**config.mk**
```make
export PLATFORM = sky130hd
export DESIGN_NAME = sac_front
export DESIGN_NICKNAME = d
export VERILOG_FILES = /design/src/hdl/sac_pkg.sv /design/src/hdl/sac_front.sv
export SDC_FILE = /design/constraint.sdc
export NUM_CORES = 1
export LEC_CHECK = 0
export BUFFER_PORTS_ARGS = -buffer_cell sky130_fd_sc_hd__buf_2
export CAP_MARGIN = 40
export CORE_AREA = 4 4 202 204
export CTS_BUF_LIST = sky130_fd_sc_hd__clkbuf_8 sky130_fd_sc_hd__clkbuf_16
export DETAILED_ROUTE_END_ITERATION = 8
export DIE_AREA = 0 0 206 208
export GPL_TIMING_DRIVEN = 0
export PLACE_DENSITY = 0.79
export SETUP_SLACK_MARGIN = 0.02
export SYNTH_ARGS = -nofsm -noshare
export SYNTH_HDL_FRONTEND = slang
export SYNTH_SLANG_ARGS = --single-unit
```
**constraint.sdc**
```tcl
create_clock -name clk -period 40.6 [get_ports clk]
set_input_delay 4.06 -clock clk [delete_from_list [all_inputs] [get_ports clk]]
set_output_delay 4.06 -clock clk [all_outputs]
set_load 0.05 [all_outputs]
```
**src/hdl/sac_pkg.sv**
```systemverilog
// ----------------------------------------------------------------------------
// sac_pkg
// Shared types, constants and helpers of the segment admissibility checker.
// ----------------------------------------------------------------------------
package sac_pkg;

  // fixed-point format and widths of the values
  localparam int unsigned FRAC = 24;
  localparam int unsigned VW   = 48;
  localparam int unsigned LW   = 17;
  localparam int unsigned AW   = 25;

  localparam logic [LW-1:0] MAX_SEG_LEN = 17'd65536;
  localparam logic [LW-1:0] MIN_SEG_LEN = 17'd1;

  // configuration register indexes
  localparam logic [1:0] REG_STATS_MIN  = 2'd0;
  localparam logic [1:0] REG_STATS_MAX  = 2'd1;
  localparam logic [1:0] REG_STATS_MEAN = 2'd2;
  localparam logic [1:0] REG_ACCURACY   = 2'd3;

  // segment flag bits
  localparam int unsigned FLAG_START = 0;
  localparam int unsigned FLAG_END   = 1;
  localparam int unsigned FLAG_DEGEN = 2;

  // one classified transaction as held in the queue
  typedef struct packed {
    logic                 setup;
    logic signed [VW-1:0] left;
    logic signed [VW-1:0] middle;
    logic                 last;
    logic signed [VW-1:0] delta;
    logic signed [VW-1:0] mean;
    logic [LW-1:0]        len;
    logic signed [VW-1:0] first;
    logic [2:0]           flags;
  } item_t;

  // magnitude of a 48-bit signed value
  function automatic logic [VW-1:0] mag48(input logic signed [VW-1:0] v);
    mag48 = v[VW-1] ? (~v + 48'd1) : v;
  endfunction

  // magnitude of a 49-bit signed value known to stay below 2^48
  function automatic logic [VW-1:0] mag49(input logic signed [VW:0] v);
    logic [VW:0] m;
    m = v[VW] ? (~v + 49'd1) : v;
    mag49 = m[VW-1:0];
  endfunction

  // saturate a 49-bit signed value to 48 bits
  function automatic logic signed [VW-1:0] sat49(input logic signed [VW:0] v);
    if (v[VW] != v[VW-1]) begin
      sat49 = v[VW] ? {1'b1, {(VW-1){1'b0}}} : {1'b0, {(VW-1){1'b1}}};
    end else begin
      sat49 = v[VW-1:0];
    end
  endfunction

  // scale an exact magnitude product, saturate and apply the sign
  function automatic logic signed [VW-1:0] prod_fin(input logic [2*VW-1:0] p,
                                                   input logic neg);
    logic [2*VW-FRAC-1:0] sh;
    logic [2*VW-FRAC-1:0] lim;
    logic [VW-1:0]        m;
    sh  = p[2*VW-1:FRAC];
    lim = neg ? {{(VW-FRAC){1'b0}}, 1'b1, {(VW-1){1'b0}}}
              : {{(VW-FRAC+1){1'b0}}, {(VW-1){1'b1}}};
    m   = (sh > lim) ? lim[VW-1:0] : sh[VW-1:0];
    prod_fin = neg ? (~m + 48'd1) : m;
  endfunction

endpackage

```
**src/hdl/sac_front.sv**
```systemverilog
// ----------------------------------------------------------------------------
// sac_front
// Accepts transactions, classifies them and holds them in a two-entry queue.
// ----------------------------------------------------------------------------
module sac_front (
  input  logic                        clk,
  input  logic                        rst,
  input  logic                        in_valid,
  output logic                        in_stall,
  input  logic                        operation,
  input  logic signed [47:0]          left_coef,
  input  logic signed [47:0]          middle_coef,
  input  logic                        last_element,
  input  logic signed [47:0]          seg_delta,
  input  logic signed [47:0]          seg_mean,
  input  logic [16:0]                 seg_length,
  input  logic signed [47:0]          first_margin,
  input  logic                        starts_at_zero,
  input  logic                        ends_at_one,
  input  logic                        upper_bound_zero,
  output logic                        q_valid,
  output sac_pkg::item_t              q_item,
  input  logic                        q_pop
);
  import sac_pkg::*;

  item_t      mem [2];
  logic       wr_ptr;
  logic       rd_ptr;
  logic [1:0] count;
  item_t      cls;
  logic       push;

  // classify: clamp the length and pack the flags
  always_comb begin
    cls.setup  = operation;
    cls.left   = left_coef;
    cls.middle = middle_coef;
    cls.last   = last_element;
    cls.delta  = seg_delta;
    cls.mean   = seg_mean;
    cls.first  = first_margin;
    cls.flags  = {upper_bound_zero, ends_at_one, starts_at_zero};
    if (seg_length < MIN_SEG_LEN) begin
      cls.len = MIN_SEG_LEN;
    end else if (seg_length > MAX_SEG_LEN) begin
      cls.len = MAX_SEG_LEN;
    end else begin
      cls.len = seg_length;
    end
  end

  assign in_stall = (count == 2'd2);
  assign push     = in_valid && !in_stall;
  assign q_valid  = (count != 2'd0);
  assign q_item   = mem[rd_ptr];

  // queue storage
  always_ff @(posedge clk) begin
    if (push) begin
      mem[wr_ptr] <= cls;
    end
  end

  // queue pointers
  always_ff @(posedge clk) begin
    if (rst) begin
      wr_ptr <= 1'b0;
      rd_ptr <= 1'b0;
      count  <= 2'd0;
    end else begin
      if (push) begin
        wr_ptr <= ~wr_ptr;
      end
      if (q_pop) begin
        rd_ptr <= ~rd_ptr;
      end
      count <= count + {1'b0, push} - {1'b0, q_pop};
    end
  end

endmodule

```
After elaboration in Yosys (flattened, before gate mapping) --
Memory sizes are Yosys's and may differ from the RTL's. A register that Yosys moved wholly into a read port is not among the register bits. Index checks and enable logic that the tools add are counted.
Word-level totals: flip-flop bits (word level) 4, bits in writable memories 524, input port bits 266, word-level logic and storage cells 20, memories kept 1
Memories:
- mem | depth 2, bits a word 262, rd ports 1, clocked after memory_dff 1, wr ports 1, RTL line sac_front.sv:27 | item_t mem [2];
Operators by class: $add $sub $neg 2, magnitude comparators 2, equality and inequality tests 1, muxes and demuxes 6, bitwise operators 2, reductions and logical operators 3
Operators with widths (number):
- 2-to-1 mux 17 bit | 2
- greater-than comparator 17 bit (second input constant) | 1
- less-than comparator 17 x 1 -> 1 bit (second input constant) | 1
- 2-to-1 mux 1 bit | 4
- adder 2 x 1 -> 2 bit | 1
- equality test 2 bit (second input constant) | 1
- inverter 1 bit | 2
- nonzero test 2 bit | 1
- subtractor 2 x 1 -> 2 bit | 1
- logical AND 1 bit | 1
- zero test 1 bit | 1

Depth between registers and ports, before layout --
Gate-level depths: netlist (run 1).
word-level depth 5, depth in mapped cells 8, mapped depth without buffers 8

Worst setup path after synthesis (run 1) --
No wires, ideal clock.
path kind input to register, start input port in_valid, end memory mem[0][0] in the netlist's numbering (enable), library setup time 889 ps, arrival time 15003 ps, path slack 24708 ps, stages on the path 2, cells stage by stage nand2_1 > nor2_1
On the way: cells in the longest elaborated chain, start to end 3
Ends and longest elaborated chain:
- start, declared | RTL line sac_front.sv:8 | input logic in_valid,
- logical AND 1 bit | RTL line sac_front.sv:54 | assign push = in_valid && !in_stall;
- 2-to-1 mux 1 bit | RTL line sac_front.sv:60 | if (push) begin
- 2-to-1 mux 1 bit (implied by the code) | RTL line sac_front.sv:61 | mem[wr_ptr] <= cls;
- end, declared | RTL line sac_front.sv:27
Every way passes these cells.

==> metrics, run 1 <==
Met1 Routed Length 15.58 mm; cell taking the most area after synthesis edfxtp_1; Die ar. 42850 um^2; Most used DFF post-synth edfxtp_1; Setup Skew 0.008341 ns; synth warn 0; Avg Cell Area, Syn 22.32 um^2; placer congestion estimate 0.7570; Post-Syn Instances 862; input/output buffers 529; first-pass GRT wire length 64.48 mm; Lkg Pwr 9.270 nW; Initial Utilization 0.4898; CTS Buf Count 51; pwr dens 65.75 nW/um^2; Worst-path clk slew 0.06 ns; vias in the first global route 10996; die height 208 um; final hold vios 0; Cell Rows 73; post-CTS resize count 0; Synth top cells by count edfxtp_1, mux2_2, buf_4; total power 0.001619 W; #FFs+latches synth 529; post-CTS setup buffers 0; CORE AREA 39280 um^2; ys async rst share 0; IO Pins 530; Worst setup SP type flop; critical path data required time 36.54 ns; multi-input logic area 3208 um^2; largest cells by area after synthesis edfxtp_1, mux2_2, buf_4, dfxtp_1, and2_1; Synth top area share 0.8179; WL met3 5.109 mm; peak supply drop 63.61 uV; DIE WIDTH 206 um; area growth from synthesis to layout 27.97%; layout cell share with drive strength beyond 1 0.6103; Iteration-0 DRC Markers 516; DR vias 10334; Final HPWL DP 31.36 mm; largest net degree at the start of global routing 64; Worst Path Arrival 2.47 ns; Final Setup Violations 0; RSZ-0062 raised after global routing false; register area share after synthesis 0.8231; clock sink count 529; Seq. cell area 15840 um^2; top layer in use met5; drt drc 0; Post-Syn Area 19240 um^2; most common cell in the synthesized netlist edfxtp_1; initial antenna violation count 17; CTS hold repair buffers 0; global route total overflow 0; CTS max path bufs 3; CP cell instances buf_2 > buf_2 > buf_4 > mux2_2 > buf_2; Detail Route Antenna Nets 0; GRT Total Usage 0.1982; status finished clean; CTS tree yes; final instance area 24620 um^2; drt via density 5.083; total routed wirelength 44.49 mm; Final period util 0.1608; crit-path max cell delay 0.39 ns; Post-synth EDFFs 524; Final #Nets 1725; Worst path most repeated cell buf_2; drt first pass iters 4; fmax 0.1532 GHz; slowest stage cell, crit path mux2_2; met2 WL 22.37 mm; actual slew at the worst max-slew pin 0.8701 ns; Setup Total Neg Slack 0 ns; Rel. slew slack 0.4185; clk root buf clkbuf_16; CP Max Fanout 10; net count after synthesis 1130; Netlist cell types 22; Worst-Skew Late Latency 0.57 ns; Worst Setup End Kind output port; Max-Cap Viols 0; Slew Limit Fails 0; minimum clock period 6.528 ns; critical path type reg -> out; Hold Path Class reg -> reg; H-tree depth 2; fillers 2694; WL/cell 21.89 um; DP Area 22850 um^2
-- power by group --
part	switching [W]	total (W)	internal [W]
registers	0.0000181	0.000718	0.000699
logic	0.000307	0.000414	0.000108
clock network	0.000194	0.000487	0.000293
total	0.000519	0.00162	0.00110
-- area by class of cell --
class / instances / area share
Inverter: 3 / 0.0004574
Clock buffer: 53 / 0.05387
Clock inverter: 39 / 0.01692
Buffer: 30 / 0.007979
Sequential cell: 529 / 0.6432
Tap cell: 525 / 0.02668
Timing Repair Buffer: 542 / 0.1193
Multi-Input combinational cell: 300 / 0.1303
Antenna cell: 12 / 0.001220
-- metrics by stage --
| stage | std cells | worst slack (ns) | hold WS, ns | utilization |
|---|---|---|---|---|
| after floorplan | 862 | 24.71 | 0.4799 | - |
| after global placement | 1916 | 18.97 | 0.4962 | 0.5740 |
| after detailed placement | 1929 | 34.10 | 0.5036 | 0.5817 |
| after CTS | 2021 | 33.98 | 0.5237 | 0.6261 |
| after global routing | 2029 | 33.95 | 0.5379 | 0.6266 |
| final | 2033 | 34.07 | 0.5283 | 0.6268 |
-- per-layer routing --
metal | GRT usage | up-vias
li1 | - | 4642
met1 | 0.2225 | 5097
met2 | 0.3375 | 487
met3 | 0.08198 | 94
met4 | 0.07526 | 14
met5 | 0 | -
-- worst max-delay path: cells and delay by family (launching register included) --
kind / cells / cell delay (ns)
buffers and inverters: 4 / 1.20
multiplexers: 1 / 0.39
flip-flops: 1 / 0.30
-- state kept, by name, indices dropped and copies added, names as in the netlist, named ones only --
register  count
rd_ptr        1
count         2
mem         524
wr_ptr        1
-- cells in the final DEF, fill, tap and decap left out, types with 6 or more instances in the layout --
master,netlist,layout
mux2_2,262,262
buf_4,19,19
diode_2,0,12
clkbuf_16,0,53
edfxtp_1,524,524
bufinv_16,0,9
inv_1,3,12
nor2b_1,6,6
clkinv_1,0,7
clkinv_2,0,8
and2_1,10,10
buf_12,0,9
buf_2,10,539
-- path summary, 6_finish.rpt --
path                                from           to  slack (ns)  depth (start not counted)
worst max-delay path                flop  q_item[120]       34.07                          5
worst min-delay path              rd_ptr         flop        0.53                          2
worst max register to register  count[0]  mem[0][244]       37.76                          8
worst min register to register    rd_ptr         flop        0.53                          2
-- cell families after synthesis --
logic type | synth area share
compound gates | 0.0007152
xor+xnor | 0.001821
fa+ha+maj | 0.001301
buf+inv | 0.01080
flops | 0.8231
mux | 0.1534
simple gates | 0.008911
Note: power is estimated with default switching activity, not from simulation.
==> run 2, diff against run 1 <==
Settings changed: ABC_AREA from default to 1, CORE_AREA 4 4 202 204 to 4 4 206 208, DIE_AREA 0 0 206 208 to 0 0 210 212.
Clock period 40.6 ns to 6.1 ns, I/O delays scaled along.
==> run 2 against run 1 <==
Against the previous run: clock-buffer cell count unchanged; core utilization rose by 0.15 points; wire length rose by 1.7%; synthesized area grew 4.3%; sequential share of layout area shrank 2.2 points; die area increased by 3.9%; via count grew 1.1%; critical path depth increased by 4; design area increased by 3.5%; hold slack got worse by 0.30 ns.
==> metrics, run 2 <==
status finished clean; Lkg Pwr 10.02 nW (+8.1%); post-synthesis compound-gate area fraction 0.006046 (+0.005331); WL/cell 21.91 um (about the same); combinational family with the most area after synthesis multiplexers; Cell Rows 74 (+1.4%); Iteration-0 DRC Markers 458 (-11%); Die ar. 44520 um^2 (+3.9%); Final Setup Violations 0 (unchanged); WHS 0.2288 ns (-0.2995 ns); Slew Limit Fails 0 (unchanged); peak supply drop 289.6 uV (+360%); area growth from synthesis to layout 26.94%; Post-Syn Area 20070 um^2 (+4.3%); CTS hold repair buffers 0 (unchanged); largest net degree at the start of global routing 31 (-52%); Post-Synth XOR/XNOR Area 0.0008727 (-0.0009484); DP Area 23830 um^2 (+4.3%); CTS Buf Count 53 (+3.9%); actual slew at the worst max-slew pin 0.6433 ns (-0.2269 ns); final instance area 25480 um^2 (+3.5%); die height 212 um (+1.9%); final hold vios 0 (unchanged); Worst-path clk slew 0.06 ns (about the same); Worst-Skew Late Latency 0.57 ns (about the same); Most used DFF post-synth edfxtp_1; Max-Cap Viols 0 (unchanged); H-tree depth 2 (unchanged); # placed instances 1959 (+1.6%); DIE WIDTH 210 um (+1.9%); largest cells by area after synthesis edfxtp_1, mux2_4, mux2_2, buf_6, dfxtp_1; vias in the first global route 11153 (+1.4%); Synth top area share 0.7839 (-0.03400); Non-Filler Instances 2065 (+1.6%); Final HPWL DP 32.97 mm (+5.1%); input/output buffers 529 (unchanged); WL met3 3.693 mm (-28%); Netlist cell types 20 (-9.1%); drt first pass iters 4 (unchanged); Final period util 0.4474; Avg Cell Area, Syn 22.86 um^2 (+2.4%); global route total overflow 0 (unchanged); DR vias 10445 (+1.1%); CP Max Fanout 29 (+19); CTS tree yes; placer congestion estimate 0.7937 (+4.8%); clk root buf clkbuf_16; Met1 Routed Length 15.63 mm (+0.30%); IO Pins 530 (unchanged); Largest register FFs 524 (unchanged); most common cell after layout, fill and taps aside buf_2; mux cell area share after synthesis 0.1806 (+0.02728); fillers 2846 (+5.6%); fmax 0.3664 GHz; fraction of the mapped netlist area in adder cells 0.001247 (-0.00005408); Post-Synth Simple-Gate Area 0.006857 (-0.002053); Worst Path Arrival 2.98 ns (+0.51 ns); GRT Total Usage 0.1951 (-0.003065); drt via density 5.058 (-0.49%); post-CTS resize count 0 (unchanged); Largest regs mem x524, count x2; Top reg by flops mem; Synth top cells by count edfxtp_1, mux2_4, mux2_2; Worst Setup End Kind flop; critical path type reg -> reg; met2 WL 24.27 mm (+8.5%); total routed wirelength 45.24 mm (+1.7%); minimum clock period 2.729 ns; register area share after synthesis 0.7889 (-0.03422); synth warn 0 (unchanged); net count after synthesis 1146 (+1.4%); CORE AREA 40550 um^2 (+3.3%); drt drc 0 (unchanged); #FFs+latches synth 529 (unchanged); Initial Utilization 0.4950 (+0.005133); Setup Skew 0.01124 ns (+0.002898 ns); first-pass GRT wire length 65.75 mm (+2.0%); commonest non-fill, non-tap cells in the layout buf_2, edfxtp_1, mux2_4, mux2_2, clkbuf_16; top layer in use met5; Hold Path Class in -> reg; cell taking the most area after synthesis edfxtp_1; clock sink count 529 (unchanged); Final Util 0.6283 (+0.001493); Final #Nets 1750 (+1.4%); post-CTS setup buffers 0 (unchanged); layout cell share with drive strength beyond 1 0.6034 (-0.006880); ys async rst share 0 (unchanged); Detail Route Antenna Nets 0 (unchanged); critical path data required time 6.36 ns (-30.18 ns); Post-Syn Instances 878 (+1.9%); pwr dens 380.0 nW/um^2 (+480%); CTS max path bufs 3 (unchanged); Setup Total Neg Slack 0 ns (unchanged); most common cell in the synthesized netlist edfxtp_1; initial antenna violation count 18 (+1); Post-synth EDFFs 524 (unchanged); Rel. slew slack 0.5701 (+0.1516); Worst setup SP type flop; RSZ-0062 raised after global routing false
-- run 2: path summary, 6_finish.rpt --
path                     from          end  slack [ns]  cells past startpoint
max reg2reg          count[1]  mem[0][183]        3.37                      9
min          first_margin[25]   mem[0][28]        0.23                      1
max                  count[1]  mem[0][183]        3.37                      9
min reg2reg            rd_ptr         flop        0.53                      2
-- run 2: cells by family (layout without fill, tap and decap cells) --
family	after synthesis	count (layout)
mux	262	262
other cells	0	10
compound gates	16	16
flops	529	529
simple gates	31	31
xor+xnor	2	2
buf+inv	36	681
fa+ha+maj	2	2
-- run 2: worst max-delay path, cell delays in order, from the launching register on --
cell	delay, ns
dfxtp_1	0.30
inv_1	0.11
o21ai_2	0.13
nor2_4	0.50
buf_16	0.25
buf_12	0.22
buf_16	0.20
buf_12	0.22
buf_12	0.21
buf_12	0.21
-- run 2: cell type report --
| cell class | count | area, um^2 | area share |
|---|---|---|---|
| clock inverter | 43 | 297.8 | 0.01169 |
| clock buffer | 53 | 1326 | 0.05205 |
| inverter | 4 | 15.01 | 0.0005892 |
| buffer | 32 | 295.3 | 0.01159 |
| multi-input combinational | 313 | 3943 | 0.1547 |
| timing repair buffer | 549 | 3078 | 0.1208 |
| tap | 532 | 665.6 | 0.02612 |
| antenna | 10 | 25.02 | 0.0009821 |
| sequential | 529 | 15840 | 0.6215 |
-- run 2: through the flow --
step / power [W] / setup WS (ns)
3_3_place_gp: 0.006688 / -1.102
5_1_grt: 0.01004 / 3.210
3_5_place_dp: 0.006749 / 3.065
6_report: 0.009682 / 3.371
2_1_floorplan: 0.006187 / 1.071
4_1_cts: 0.009785 / 3.321
-- run 2: power breakdown --
group | leakage (nW) | internal, W | switching [W]
Combinational | 4.24 | 0.000676 | 0.00150
Sequential | 4.93 | 0.00440 | 0.0000827
Clock | 0.854 | 0.00174 | 0.00128
Total | 10.0 | 0.00682 | 0.00286
-- run 2: layer usage --
layer | vias up | track usage
met5 | - | 0
met4 | 14 | 0.07696
met3 | 106 | 0.06124
met2 | 424 | 0.3578
met1 | 5196 | 0.2110
li1 | 4705 | -
==> run 3, diff against run 2 <==
Clock period 6.1 ns to 2.9 ns, I/O delays scaled along.
==> run 3 against run 2 <==
Against the previous run: sequential share of layout area decreased by 5.7 points; critical path depth decreased by 1; die area did not move; sequential cell count did not move; fmax up 4.8%; clock skew rose by 0.0033 ns; clock power up 120%; critical path type unchanged.
==> metrics, run 3 (synthesized netlist as in run 2, its figures left out) <==
worst hold path stage count 3 (+2); clock sink count 529 (unchanged); status finished clean; Worst-Skew Late Latency 0.56 ns (about the same); post-CTS setup buffers 0 (unchanged); drt drc 0 (unchanged); Final Setup Violations 0 (unchanged); final hold vios 0 (unchanged); Initial Utilization 0.4950 (unchanged); Lkg Pwr 11.07 nW (+10%); most common cell after layout, fill and taps aside buf_2; DR vias 11678 (+12%); first-pass GRT wire length 76.02 mm (+16%); fillers 2442 (-14%); CTS tree yes; Largest register FFs 524 (unchanged); Worst Setup End Kind flop; largest net degree at the start of global routing 30 (-3.2%); IO Pins 530 (unchanged); clk root buf clkbuf_16; Setup Skew 0.01456 ns (+0.003317 ns); Reg2Reg Setup Slack 0.30 ns (-3.07 ns); Final Util 0.6912 (+0.06291); CTS hold repair buffers 247 (+247); CORE AREA 40550 um^2 (unchanged); Non-Filler Instances 2306 (+12%); # placed instances 1960 (+0.051%); layout cell share with drive strength beyond 1 0.5204 (-0.08305); beginning of the worst hold path seg_length[0]; input/output buffers 529 (unchanged); WL/cell 22.53 um (+2.9%); die height 212 um (unchanged); Rel. slew slack 0.5406 (-0.02956); Detail Route Antenna Nets 0 (unchanged); area growth from synthesis to layout 39.65%; DIE WIDTH 210 um (unchanged); total routed wirelength 51.96 mm (+15%); GRT Total Usage 0.2250 (+0.02993); critical path type reg -> reg; worst r2r dst mem[1][230]; CTS Buf Count 51 (-3.8%); WHS Endpoint mem[0][51]; slowest stage cell, crit path nor2_4; r2r startpoint count[1]; Final period util 0.8976 (+0.4502); minimum clock period 2.603 ns (-0.1259 ns); Setup Total Neg Slack 0 ns (unchanged); Final #Nets 1996 (+14%); H-tree depth 2 (unchanged); drt first pass iters 5 (+1); critical path data required time 3.15 ns (-3.21 ns); Worst path most repeated cell buf_12; CP Max Fanout 29 (unchanged); Top reg by flops mem; RSZ-0062 raised after global routing false; Max-Cap Viols 0 (unchanged); pwr dens 749.0 nW/um^2 (+97%); post-CTS resize count 0 (unchanged); fmax 0.3842 GHz (+4.8%); cell family with most CP delay buffers and inverters; placer congestion estimate 0.7837 (-1.3%); global route total overflow 0 (unchanged); Slew Limit Fails 0 (unchanged); Cell Rows 74 (unchanged); Iteration-0 DRC Markers 707 (+54%); Worst-path clk slew 0.07 ns (about the same); R2R cell count 8 (-1); commonest non-fill, non-tap cells in the layout buf_2, edfxtp_1, dlygate4sd3_1, mux2_4, mux2_2; Largest regs mem x524, count x2; Worst Path Arrival 2.85 ns (-0.13 ns); Final HPWL DP 32.61 mm (-1.1%); crit-path max cell delay 0.56 ns (+0.06 ns); WHS 0.06104 ns (-0.1678 ns); vias in the first global route 12816 (+15%); CTS max path bufs 3 (unchanged); peak supply drop 664.9 uV (+130%); CP bufs+invs 6 (-1); Die ar. 44520 um^2 (unchanged); CP cell instances inv_2 > o21ai_4 > nor2_4 > buf_12 > buf_12 > buf_12 > buf_16 > buf_12; initial antenna violation count 5 (-13); actual slew at the worst max-slew pin 0.6875 ns (+0.04423 ns); Hold Path Class in -> reg; drt via density 5.064 (+0.12%); Worst setup SP type flop
run 3: final cells by class:
class,count,area (um^2),area share
multi-input cells,313,3950,0.1409
inverters,4,15.01,0.0005356
clock inverters,40,335.3,0.01196
well taps,532,665.6,0.02375
repair buffers,797,5593,0.1995
plain buffers,32,295.3,0.01053
diodes,6,15.01,0.0005356
clock buffers,53,1326,0.04731
flip-flops and latches,529,15840,0.5649
run 3: stage by stage:
stage / total power, W / worst slack (ns) / cell area [um^2]
6_report: 0.02100 / 0.2969 / 28030
5_1_grt: 0.02171 / 0.1503 / 28030
4_1_cts: 0.02102 / 0.2625 / 28020
3_5_place_dp: 0.01421 / 0.2839 / 23880
3_3_place_gp: 0.01407 / -3.950 / 23410
2_1_floorplan: 0.01302 / -1.877 / 20100
run 3: how the worst max path moves through the flow:
stage,from,end,cells after the start
5_1_grt,count[1],mem[1][217],8
2_1_floorplan,count[1],mem[1][0],3
4_1_cts,count[1],mem[1][230],8
3_3_place_gp,in_valid,mem[1][220],3
6_report,count[1],mem[1][230],8
3_5_place_dp,count[1],mem[1][175],8
run 3: routing by layer:
layer  part of all wire  vias up  track usage
met5                  0        -            0
met4              0.036        0      0.08866
met3              0.074      114      0.05725
met2               0.54      506       0.4174
met1               0.35     5861       0.2482
li1                   -     5197            -
run 3: report_power, final:
group | total, W | switching, W | leakage, nW | internal, W
registers | 0.00946 | 0.000198 | 4.93 | 0.00926
clock network | 0.00659 | 0.00276 | 0.846 | 0.00383
logic | 0.00495 | 0.00329 | 5.29 | 0.00166
total | 0.0210 | 0.00624 | 11.1 | 0.0148
run 3: tightest hold or removal path: stages:
cell and delay, ns:
buf_2 0.10, nand2_1 0.05, nand2_1 0.07
